$ cat src/rtl/core/wave_equation_stencil_step_defines.svh
// Assertion macros used by the stencil RTL.
`ifndef WAVE_EQUATION_STENCIL_STEP_DEFINES_SVH
`define WAVE_EQUATION_STENCIL_STEP_DEFINES_SVH

`ifndef SYNTH
`define WES_ASSERT_IMP(label, clk, rst, ante, cons) \
  label: assert property (@(posedge clk) disable iff (rst) (ante) |-> (cons)) \
    else $error("wes assertion failed");
`define WES_ASSERT_NXT(label, clk, rst, ante, cons) \
  label: assert property (@(posedge clk) disable iff (rst) (ante) |=> (cons)) \
    else $error("wes assertion failed");
`else
`define WES_ASSERT_IMP(label, clk, rst, ante, cons)
`define WES_ASSERT_NXT(label, clk, rst, ante, cons)
`endif

`endif

$ cat src/rtl/core/wes_pkg.sv
package wes_pkg;

  localparam int MAX_COLUMNS    = 256;
  localparam int MAX_ROWS       = 256;
  localparam int SAMPLE_BITS    = 16;
  localparam int COL_BITS       = $clog2(MAX_COLUMNS);
  localparam int CNT_BITS       = 9;
  localparam int GAIN_BITS      = 16;
  localparam int LAP_BITS       = SAMPLE_BITS + 3;
  localparam int ACC_BITS       = LAP_BITS + GAIN_BITS + 1;
  localparam int SUM_BITS       = ACC_BITS - GAIN_BITS + 2;
  localparam int ROUND_BIAS     = 2 ** (GAIN_BITS - 1);
  localparam int CFG_DATA_BITS  = 16;
  localparam int CFG_INDEX_BITS = 2;

  localparam logic [CNT_BITS-1:0]  COLS_RESET = CNT_BITS'(256);
  localparam logic [CNT_BITS-1:0]  ROWS_RESET = CNT_BITS'(64);
  localparam logic [GAIN_BITS-1:0] GAIN_RESET = GAIN_BITS'(3277);

  typedef enum logic [CFG_INDEX_BITS-1:0] {
    REG_GRID_COLUMNS = 2'd0,
    REG_GRID_ROWS    = 2'd1,
    REG_WAVE_GAIN    = 2'd2
  } wes_reg_t;

  typedef struct packed {
    logic                       has_out;
    logic                       eof;
    logic                       left_en;
    logic                       right_en;
    logic                       up_en;
    logic [COL_BITS-1:0]        col;
    logic signed [SAMPLE_BITS-1:0] down;
    logic signed [SAMPLE_BITS-1:0] c;
    logic signed [SAMPLE_BITS-1:0] p;
    logic signed [ACC_BITS-1:0]    acc;
  } wes_token_t;

endpackage

$ cat src/rtl/core/wes_pipe_cell.sv
module wes_pipe_cell (
  input  logic               clk,
  input  logic               rst,
  input  logic               up_valid,
  output logic               up_ready,
  input  wes_pkg::wes_token_t up_data,
  output logic               dn_valid,
  input  logic               dn_ready,
  output wes_pkg::wes_token_t dn_data
);
  import wes_pkg::*;

  logic       valid;
  wes_token_t data;

  assign up_ready = !valid || dn_ready;
  assign dn_valid = valid;
  assign dn_data  = data;

  always_ff @(posedge clk) begin
    if (rst) begin
      valid <= 1'b0;
    end else if (up_ready) begin
      valid <= up_valid;
    end
  end

  always_ff @(posedge clk) begin
    if (up_ready && up_valid) begin
      data <= up_data;
    end
  end

endmodule

$ cat config.mk
export PLATFORM = sky130hd
export DESIGN_NAME = wes_pipe_cell
export DESIGN_NICKNAME = d
export VERILOG_FILES = /design/src/rtl/core/wave_equation_stencil_step_defines.svh /design/src/rtl/core/wes_pkg.sv /design/src/rtl/core/wes_pipe_cell.sv
export SDC_FILE = /design/constraint.sdc
export NUM_CORES = 1
export LEC_CHECK = 0
export BUFFER_PORTS_ARGS = -buffer_cell sky130_fd_sc_hd__buf_2
export CAP_MARGIN = 30
export CORE_MARGIN = 2
export CORE_UTILIZATION = 30
export DETAILED_ROUTE_END_ITERATION = 10
export GPL_TIMING_DRIVEN = 0
export PLACE_DENSITY = 0.67
export SYNTH_ARGS = -nofsm -noshare
export SYNTH_HDL_FRONTEND = slang
export SYNTH_SLANG_ARGS = --single-unit
$ cat constraint.sdc
create_clock -name clk -period 2.01 [get_ports clk]
set_input_delay 0.402 -clock clk [delete_from_list [all_inputs] [get_ports clk]]
set_output_delay 0.402 -clock clk [all_outputs]
set_load 0.005 [all_outputs]
# Yosys cells after proc, flatten, opt, wreduce, memory -nomap -nowiden
# Cells that the tools add are included.
# word_totals
reg_bits	98
out_inout_bits	99
in_bits	101
wordCells	14
# op_classes
n_reduce_logical	3
# op_table
op	n
$logic_and 1x1->1	1
$logic_not 1->1	1
$logic_or 1x1->1	1

# Logic depth before layout (Yosys ltp)
# Gate-level depths: netlist of run 1.
# logic_depth
ltp_word	3
depth_mapped	2
mapped_depth_nobuf	2

# Worst setup path before layout of run 1
# No wires, ideal clock.
# synth_path
kind	input-to-reg
start	input port dn_ready
end	register data (netlist bit dn_data[0]) (enable)
cell_stages	2
required_ps	1622
path_slack_ps	336
setup_ps	388
arrival_time_ps	1286
path_buffers	0
cell_sequence	nand2b_4 > and2_4
# synth_between
elab_chain_len	2
# synth_rtl
element	line	text
start: declaration	wes_pipe_cell.sv:8	input logic dn_ready,
$logic_or 1x1->1	wes_pipe_cell.sv:16	assign up_ready = !valid || dn_ready;
$logic_and 1x1->1	wes_pipe_cell.sv:29	if (up_ready && up_valid) begin
end signal: assignment	wes_pipe_cell.sv:30	data <= up_data;
end: declaration	wes_pipe_cell.sv:14	wes_token_t data;
# No other way between the ends.
# A chain may end at the register's enable or synchronous reset.

# Worst setup path after layout of run 1
# layout_path
start	register valid (netlist: dn_valid)
end	register data (netlist bit dn_data[74]) (enable)
# layout_between
elab_chain_len	3
# layout_rtl
element	line	text
start: declaration	wes_pipe_cell.sv:13	logic valid;
start signal: assignment	wes_pipe_cell.sv:24	valid <= up_valid;
$logic_not 1->1	wes_pipe_cell.sv:16	
$logic_or 1x1->1	wes_pipe_cell.sv:16	
$logic_and 1x1->1	wes_pipe_cell.sv:29	
# No other way between the ends.

==> results of run 1 <==
==> kinds of logic (layout without fill, tap and decap cells) <==
logic type	Yosys count	in the layout	share of synthesized area (%)
flip-flops	98	98	98.82
AND/OR/NAND/NOR	2	2	0.7588
AO/OA/AOI/OAI	1	1	0.2952
buffers and inverters	1	217	0.1264
==> per-layer routing <==
layer	track usage, %	wire length (um)	share of wire (%)
met1	14.30	2780	40
met2	18.81	3229	47
met3	6.653	799	12
met4	6.377	133	1.9
met5	0	0	0
==> sequential cells by signal, summed over array words and instances, names as in the netlist <==
| register | flops |
|---|---|
| dn_valid | 1 |
| dn_data | 97 |
==> worst paths after layout <==
path | from | to | slack [ns] | cells after the start
worst max-delay path | dn_valid | dn_data[74] | 0.34 | 3
worst min-delay path | rst | dn_valid | 0.19 | 2
worst max register to register | dn_valid | dn_data[74] | 0.34 | 3
worst min register to register | dn_valid | dn_valid | 0.52 | 2
==> worst reg2reg max path, stage by stage (launching register included) <==
cell and delay [ns]:
dfxtp_1 0.35, nand2b_4 0.09, and2_4 0.55, buf_12 0.34
==> area by class of cell <==
class / instances / area share [%]
clock buffer: 9 / 2.836
clock inverter: 7 / 2.148
inverter: 1 / 0.08594
multi-input combinational: 3 / 0.7161
sequential: 98 / 67.14
tap: 133 / 3.810
timing repair buffer: 200 / 23.26
==> placed cells by master (no fill, tap or decap), drive strengths merged <==
cell    synthesis  layout
dfxtp           1       1
clkinv          0       5
a21oi           1       1
and2            1       1
bufinv          0       2
nand2b          1       1
inv             1       1
edfxtp         97      97
clkbuf          0       9
buf             0     200
==> stage by stage <==
step                      total power, mW  hold slack (ns)  worst slack (ns)  cells
after floorplan                     2.522           0.4644            0.3362    102
after global placement              2.745           0.4833           0.05889    434
after detailed placement            2.759           0.5053            0.1293    435
after CTS                           4.134           0.1644            0.3152    451
after global routing                4.246           0.1689            0.2434    451
final                               4.064           0.1894            0.3390    451
==> power by group <==
group | total, mW | internal (mW) | switching (mW) | leakage [nW]
sequential | 2.42 | 2.39 | 0.0293 | 0.947
combinational | 0.287 | 0.147 | 0.140 | 0.811
clock | 1.36 | 0.699 | 0.663 | 0.108
total | 4.06 | 3.23 | 0.832 | 1.87
==> reports/qor.yml, run 1 <==
cpPeakStageDelay_ns: 0.55
rows: 36
ys_async_sr_fraction_pct: 0
ir_drop_mv: 0.4667
skew_ns: 0.01118
synth.distinct_cells: 6
postPlaceCellArea_um2: 4150
final.fill_count: 888
synth-edff-count: 97
place.gp.congestion: 0.7444
final_util_pct: 45.10
detail-route-antenna-nets: 0
synth_area_leaders: "edfxtp_1, dfxtp_1, nand2b_4"
first_iter_violations: 50
syn_area_um2: 2968
finalSetupTns_ns: 0
multi_input_area_um2: 31.28
hold_buffers: 0
antenna_found_initial: 0
setup_viol: 0
cp_top_family: "simple AND/OR/NAND/NOR gates"
synth_top_area_cell: "edfxtp_1"
yosys_warnings: 0
clk_pin_slew_worst_paths_ns: 0.09
grt_pass1_wl_mm: 9.273
critPathSlowestCell: "and2_4"
h-tree-depth: 3
dp_hpwl_mm: 5.377
viasPerCell: 4.000
port_buffers: 199
post_cts_buffers: 0
grt_max_degree: 50
arrival_ns: 1.71
end_kind: "register"
required_ns: 2.05
avgSynthCellArea_um2: 29.10
drive_above_1_share_pct: 68.24
cp_cell_sequence: "nand2b_4 -> and2_4 -> buf_12"
path_buf_inv: 1
ys_ff_latch: 98
final_cell_area_um2: 4368
mappedNetlistNets: 203
synth.yosys.seq_area_share_pct: 98.82
routed_wirelength_mm: 6.942
grt_remaining_overflow: 0
cp_max_fo: 49
fin_crit_sh_pct: 83.13
period_minus_slack_ns: 1.671
p_leak_nw: 1.866
wl_per_cell_um: 15.39
vias: 1804
fin_nets: 414
yosysMostFrequentCell: "edfxtp_1"
syn_to_final_growth_pct: 47.18
clkLatencyLatePin_ns: 0.36
ys.flop_type: "edfxtp_1"
cts_tree: "built"
cap_violations: 0
critPathKind: "register to register"
hold_viol: 0
grt_setup_unrepaired: "no"
core_region_area_um2: 9684
die_w_um: 103.5
status: "finished, final reports clean"
syn-instance-count: 102
start_util_pct: 30.65
max_slew_margin_pct: 57.62
clockRootBuffer: "clkbuf_8"
track_usage_pct: 12.42
io_pins: 200
route.detailed.drc: 0
timing.fmax_mhz: 598.4
die_height_um: 103.5
clkSinkCount: 98
worst_pin_slew_ns: 0.6357
hp-class: "input port to register"
slew_violations: 0
grt_pass1_vias: 1851
diodes: 0
cts_made_buffers: 9
firstDrtPassIters: 4
clockBufferDepth: 2
die-area_um2: 10700
worstSetupStartpointType: "register"
post_cts_resized: 0
regArea_um2: 2933
synth_top_cell_area_share_pct: 98.15
powerDensity_nw_per_um2: 930.4
Note: power is estimated with default switching activity, not from simulation.
==> inputs of run 2 (changes only) <==
--- a/config.mk
+++ b/config.mk
@@ -11,7 +11,7 @@
 export CORE_UTILIZATION = 30
 export DETAILED_ROUTE_END_ITERATION = 10
 export GPL_TIMING_DRIVEN = 0
-export PLACE_DENSITY = 0.67
+export PLACE_DENSITY = 0.69
 export SYNTH_ARGS = -nofsm -noshare
 export SYNTH_HDL_FRONTEND = slang
 export SYNTH_SLANG_ARGS = --single-unit
==> constraint.sdc (replaced) <==
create_clock -name clk -period 1.52 [get_ports clk]
set_input_delay 0.304 -clock clk [delete_from_list [all_inputs] [get_ports clk]]
set_output_delay 0.304 -clock clk [all_outputs]
set_load 0.005 [all_outputs]
==> run 2 against run 1 <==
  * Via count up 0.83%
  * Sequential power up 32%
  * Final area down 0.97%
  * Non-clock buffer count unchanged
  * Largest cell class unchanged
  * Clock skew down 0.0032 ns
  * Cell count up 0.44%
  * Fmax up 20%
  * Power up 22%
  * Clock-buffer cell count up 2
==> reports/qor.yml, run 2 (same netlist as run 1, synthesis figures left out) <==
status: "finished, final reports clean"
min_path_cells: 2
clkLatencyLatePin_ns: 0.35
die_w_um: 103.5
cp_cell_sequence: "nand2b_4 -> and2_4 -> buf_16"
crit-reg2reg-capture: "dn_data[75]"
hold_viol: 0
period_minus_slack_ns: 1.389
io_pins: 200
arrival_ns: 1.42
core_region_area_um2: 9684
worst_pin_slew_ns: 0.4827
hp-class: "input port to register"
setup_viol: 0
vias: 1819
timing.fmax_mhz: 720.0
final_common_cell: "buf_2"
grt_pass1_vias: 1877
first_iter_violations: 45
final_cell_area_um2: 4325
end_kind: "register"
grt_remaining_overflow: 0
track_usage_pct: 12.01
finalSetupTns_ns: 0
drive_above_1_share_pct: 67.50
worstSetupStartpointType: "register"
start_util_pct: 30.65
required_ns: 1.55
dp_hpwl_mm: 4.994
r2r_start: "dn_valid"
firstDrtPassIters: 4
post_cts_resized: 0
clkSinkCount: 98
clockBufferDepth: 2
slew_violations: 0
fin_ws_ns: 0.1311
routed_wirelength_mm: 6.786
syn_to_final_growth_pct: 45.74
grt_setup_unrepaired: "no"
powerDensity_nw_per_um2: 1149
worstRegToRegCells: 3
cp_max_fo: 53
antenna_found_initial: 0
fin_crit_sh_pct: 91.38
detail-route-antenna-nets: 0
viasPerCell: 4.015
postPlaceCellArea_um2: 4158
cts_made_buffers: 9
skew_ns: 0.008026
cts_tree: "built"
hp-start: "rst"
wl_per_cell_um: 14.98
hold_buffers: 0
ir_drop_mv: 0.5505
grt_pass1_wl_mm: 9.004
hold_path_end: "dn_valid"
largest_register_ff_count: 97
die_height_um: 103.5
cpPeakStageDelay_ns: 0.34
cap_violations: 0
final.fill_count: 896
place.gp.congestion: 0.7760
critPathKind: "register to register"
rows: 36
route.detailed.drc: 0
dp_worst_setup_slack_ns: -0.2282
p_leak_nw: 1.846
critPathSlowestCell: "dfxtp_1"
diodes: 0
max_slew_margin_pct: 67.82
clockRootBuffer: "clkbuf_8"
rrSetupSlack_ns: 0.13
layout_common_cells: "buf_2, edfxtp_1, clkbuf_8"
post_cts_buffers: 0
h-tree-depth: 3
die-area_um2: 10700
port_buffers: 199
clk_pin_slew_worst_paths_ns: 0.08
grt_max_degree: 54
fin_nets: 416
## run 2: area by class of cell
| type | instances | area [um^2] | share of cell area (%) |
|---|---|---|---|
| clock inverter | 5 | 21.27 | 0.4918 |
| inverter | 1 | 3.754 | 0.08678 |
| timing repair buffer | 200 | 1023 | 23.66 |
| tap | 133 | 166.4 | 3.847 |
| clock buffer | 11 | 131.4 | 3.037 |
| multi-input combinational | 5 | 46.29 | 1.070 |
| sequential | 98 | 2933 | 67.80 |
## run 2: per-stage QoR
| stage | power (mW) | utilization (%) | hold WS (ns) | cells |
|---|---|---|---|---|
| finish | 4.971 | 44.66 | 0.09360 | 453 |
| global route | 5.199 | 44.66 | 0.08437 | 453 |
| CTS | 5.057 | 44.59 | 0.06867 | 452 |
| detailed placement | 3.644 | 42.93 | 0.4639 | 435 |
| global placement | 3.617 | 42.65 | 0.4648 | 434 |
| floorplan | 3.336 | - | 0.3664 | 102 |
## run 2: layer usage
layer	share of wire [%]	up-vias	global-route usage, %
li1	-	838	-
met1	37	851	12.73
met2	50	119	19.90
met3	11	11	4.839
met4	2.3	0	7.591
met5	0	-	0
## run 2: timing repair
action                                  in CTS  in global routing
gates cloned                                 1                  1
endpoints found under the setup margin      53                 50
pin swaps                                    1                  1
## run 2: where the power goes
part,internal [mW],switching [mW],total [mW]
combinational,0.200,0.186,0.386
clock,0.575,0.820,1.39
sequential,3.15,0.0358,3.19
total,3.93,1.04,4.97
## run 2: worst max path at each step
stage / startpoint / endpoint / slack [ns] / cells after the start
2_1_floorplan: dn_ready / dn_data[0] / -0.05 / 2
3_3_place_gp: dn_ready / dn_data[22] / -0.33 / 3
3_5_place_dp: dn_ready / dn_data[22] / -0.23 / 4
4_1_cts: dn_valid / dn_data[75] / 0.03 / 3
5_1_grt: dn_valid / dn_data[75] / 0.05 / 3
6_report: dn_valid / dn_data[75] / 0.13 / 3
## run 2: worst max-delay path: cells and delay by family, from the launching register on
| family | cells | cell delay (ns) |
|---|---|---|
| DFF | 1 | 0.34 |
| buffers and inverters | 1 | 0.27 |
| and+or+nand+nor | 2 | 0.41 |
==> inputs of run 3 (changes only) <==
--- a/config.mk
+++ b/config.mk
@@ -5,6 +5,7 @@
 export SDC_FILE = /design/constraint.sdc
 export NUM_CORES = 1
 export LEC_CHECK = 0
+export ABC_AREA = 1
 export BUFFER_PORTS_ARGS = -buffer_cell sky130_fd_sc_hd__buf_2
 export CAP_MARGIN = 30
 export CORE_MARGIN = 2
==> run 3 against run 2 <==
  * Synthesized area fell by 0.25%
  * Sequential share of layout area fell by 1.8 points
  * Global-route usage fell by 0.13 points
  * Clock power rose by 29%
  * Via count fell by 1.9%
  * Routed wire length fell by 3.8%
  * Worst hold slack improved by 0.015 ns
==> reports/qor.yml, run 3 <==
layout_common_cells: "buf_2, edfxtp_1, clkbuf_8"
switchingPower_mw: 1.064
die-area_um2: 10680
ys.flop_type: "edfxtp_1"
cap_violations: 0
cp_top_family: "buffers and inverters"
rows: 36
hold_buffers: 0
viasPerCell: 3.904
timing.fmax_mhz: 767.3
h-tree-depth: 3
clockRootBuffer: "clkbuf_8"
cpPeakStageDelay_ns: 0.35
cp_max_fo: 33
ir_drop_mv: 0.5128
final.fill_count: 861
ys_async_sr_fraction_pct: 0
required_ns: 1.57
dp_hpwl_mm: 5.100
hold_viol: 0
finalSetupTns_ns: 0
routed_wirelength_mm: 6.528
path_buf_inv: 2
grt_remaining_overflow: 0
worstRegToRegCells: 3
fin_crit_sh_pct: 85.75
port_buffers: 199
fin_nets: 420
critPathSlowestCell: "dfxtp_2"
grt_setup_unrepaired: "no"
yosys_warnings: 0
rrSetupSlack_ns: 0.22
ys_ff_latch: 98
die_w_um: 103.3
first_iter_violations: 48
synth_top_area_cell: "edfxtp_1"
io_pins: 200
core_region_area_um2: 9684
drive_above_1_share_pct: 69.44
synth_top_cell_area_share_pct: 98.39
yosysMostFrequentCell: "edfxtp_1"
syn-instance-count: 103
grt_pass1_vias: 1818
syn_area_um2: 2960
max_slew_margin_pct: 85.89
place.gp.congestion: 0.7234
cp_cell_sequence: "a21oi_4 -> buf_16 -> buf_12"
path_depth: 3
final_cell_area_um2: 4444
grt_max_degree: 35
p_leak_nw: 1.901
avgSynthCellArea_um2: 28.74
synth.distinct_cells: 7
synth-edff-count: 97
fin_ws_ns: 0.2167
hp-class: "input port to register"
crit-reg2reg-capture: "dn_data[65]"
min_path_cells: 2
powerDensity_nw_per_um2: 1215
post_cts_resized: 0
final_util_pct: 45.89
clk_pin_slew_worst_paths_ns: 0.09
power_frac_comb_pct: 7.5
vias: 1784
p_sw_share_pct: 19.70
power_mw: 5.401
track_usage_pct: 11.88
dp_worst_setup_slack_ns: -0.2579
start_util_pct: 30.57
cts_tree: "built"
slew_violations: 0
diodes: 0
status: "finished, final reports clean"
detail-route-antenna-nets: 0
final_common_cell: "buf_2"
skew_ns: 0.005816
postPlaceCellArea_um2: 4203
cts_made_buffers: 9
synth.yosys.seq_area_share_pct: 99.07
wl_per_cell_um: 14.28
hold_path_end: "dn_valid"
seqPwrFrac_pct: 59.1
period_minus_slack_ns: 1.303
critPathKind: "register to register"
worstSetupStartpointType: "register"
power.internal_mw: 4.337
clkSinkCount: 98
multi_input_area_um2: 31.28
mappedNetlistNets: 204
antenna_found_initial: 0
firstDrtPassIters: 4
end_kind: "register"
clockBufferDepth: 2
hp-start: "rst"
regArea_um2: 2934
route.detailed.drc: 0
synth_area_leaders: "edfxtp_1, dfxtp_1, a21oi_2"
pwr-share-clk_pct: 33.4
arrival_ns: 1.35
r2r_start: "dn_valid"
worst_pin_slew_ns: 0.2111
largest_register_ff_count: 97
die_height_um: 103.3
clkLatencyLatePin_ns: 0.35
syn_to_final_growth_pct: 50.13
setup_viol: 0
grt_pass1_wl_mm: 8.983
run 3: cell types whose count changed in the layout (fill, tap and decap cells not counted), sizes merged:
| cell | delta |
|---|---|
| clkinv | -3 |
| and2 | -3 |
| nand2 | +1 |
| a21oi | +1 |
| clkinvlp | +1 |
| bufinv | +2 |
| inv | +1 |
| buf | +5 |
| nand2b | -1 |
run 3: worst max-delay path by stage:
stage	slack, ns	start	endpoint
finish	0.22	dn_valid	dn_data[65]
CTS	0.22	dn_valid	dn_data[89]
global route	0.17	dn_valid	dn_data[56]
floorplan	-0.89	dn_valid	dn_data[0]
global placement	-1.43	dn_ready	dn_data[64]
detailed placement	-0.26	dn_ready	dn_data[89]
run 3: repair_timing:
item / 4_1_cts / 5_1_grt
setup endpoints to repair: 33 / 0
hold endpoints to repair: 0 / 0
setup buffers: 3 / 0
run 3: power groups by stage:
stage	Combinational, mW	Clock (mW)	Sequential, mW
after floorplan	0.0540	0	3.29
after global placement	0.368	0	3.26
after detailed placement	0.409	0	3.26
after CTS	0.417	1.87	3.19
after global routing	0.452	1.98	3.21
final	0.406	1.80	3.19
run 3: per-stage QoR:
step | cells | hold WS (ns)
2_1_floorplan | 103 | 0.3591
3_3_place_gp | 435 | 0.4660
3_5_place_dp | 438 | 0.4742
4_1_cts | 457 | 0.07980
5_1_grt | 457 | 0.08447
6_report | 457 | 0.1083
run 3: kinds of logic after synthesis:
logic type / Yosys count / synth area share [%]
flops: 98 / 99.07
compound gates: 2 / 0.4648
buf+inv: 2 / 0.2533
simple gates: 1 / 0.2115
run 3: metal layers:
layer | track usage [%] | routed length, um
met1 | 14.18 | 2613
met2 | 17.98 | 3147
met3 | 6.116 | 669
met4 | 5.466 | 97
met5 | 0 | 0
run 3: final cells by class:
| cell class | count | share of cell area, % |
|---|---|---|
| clock buffer | 11 | 3.181 |
| tap | 133 | 3.744 |
| inverter | 2 | 0.1689 |
| sequential | 98 | 66.02 |
| clock inverter | 5 | 1.745 |
| timing repair buffer | 205 | 24.44 |
| multi-input combinational | 3 | 0.7038 |
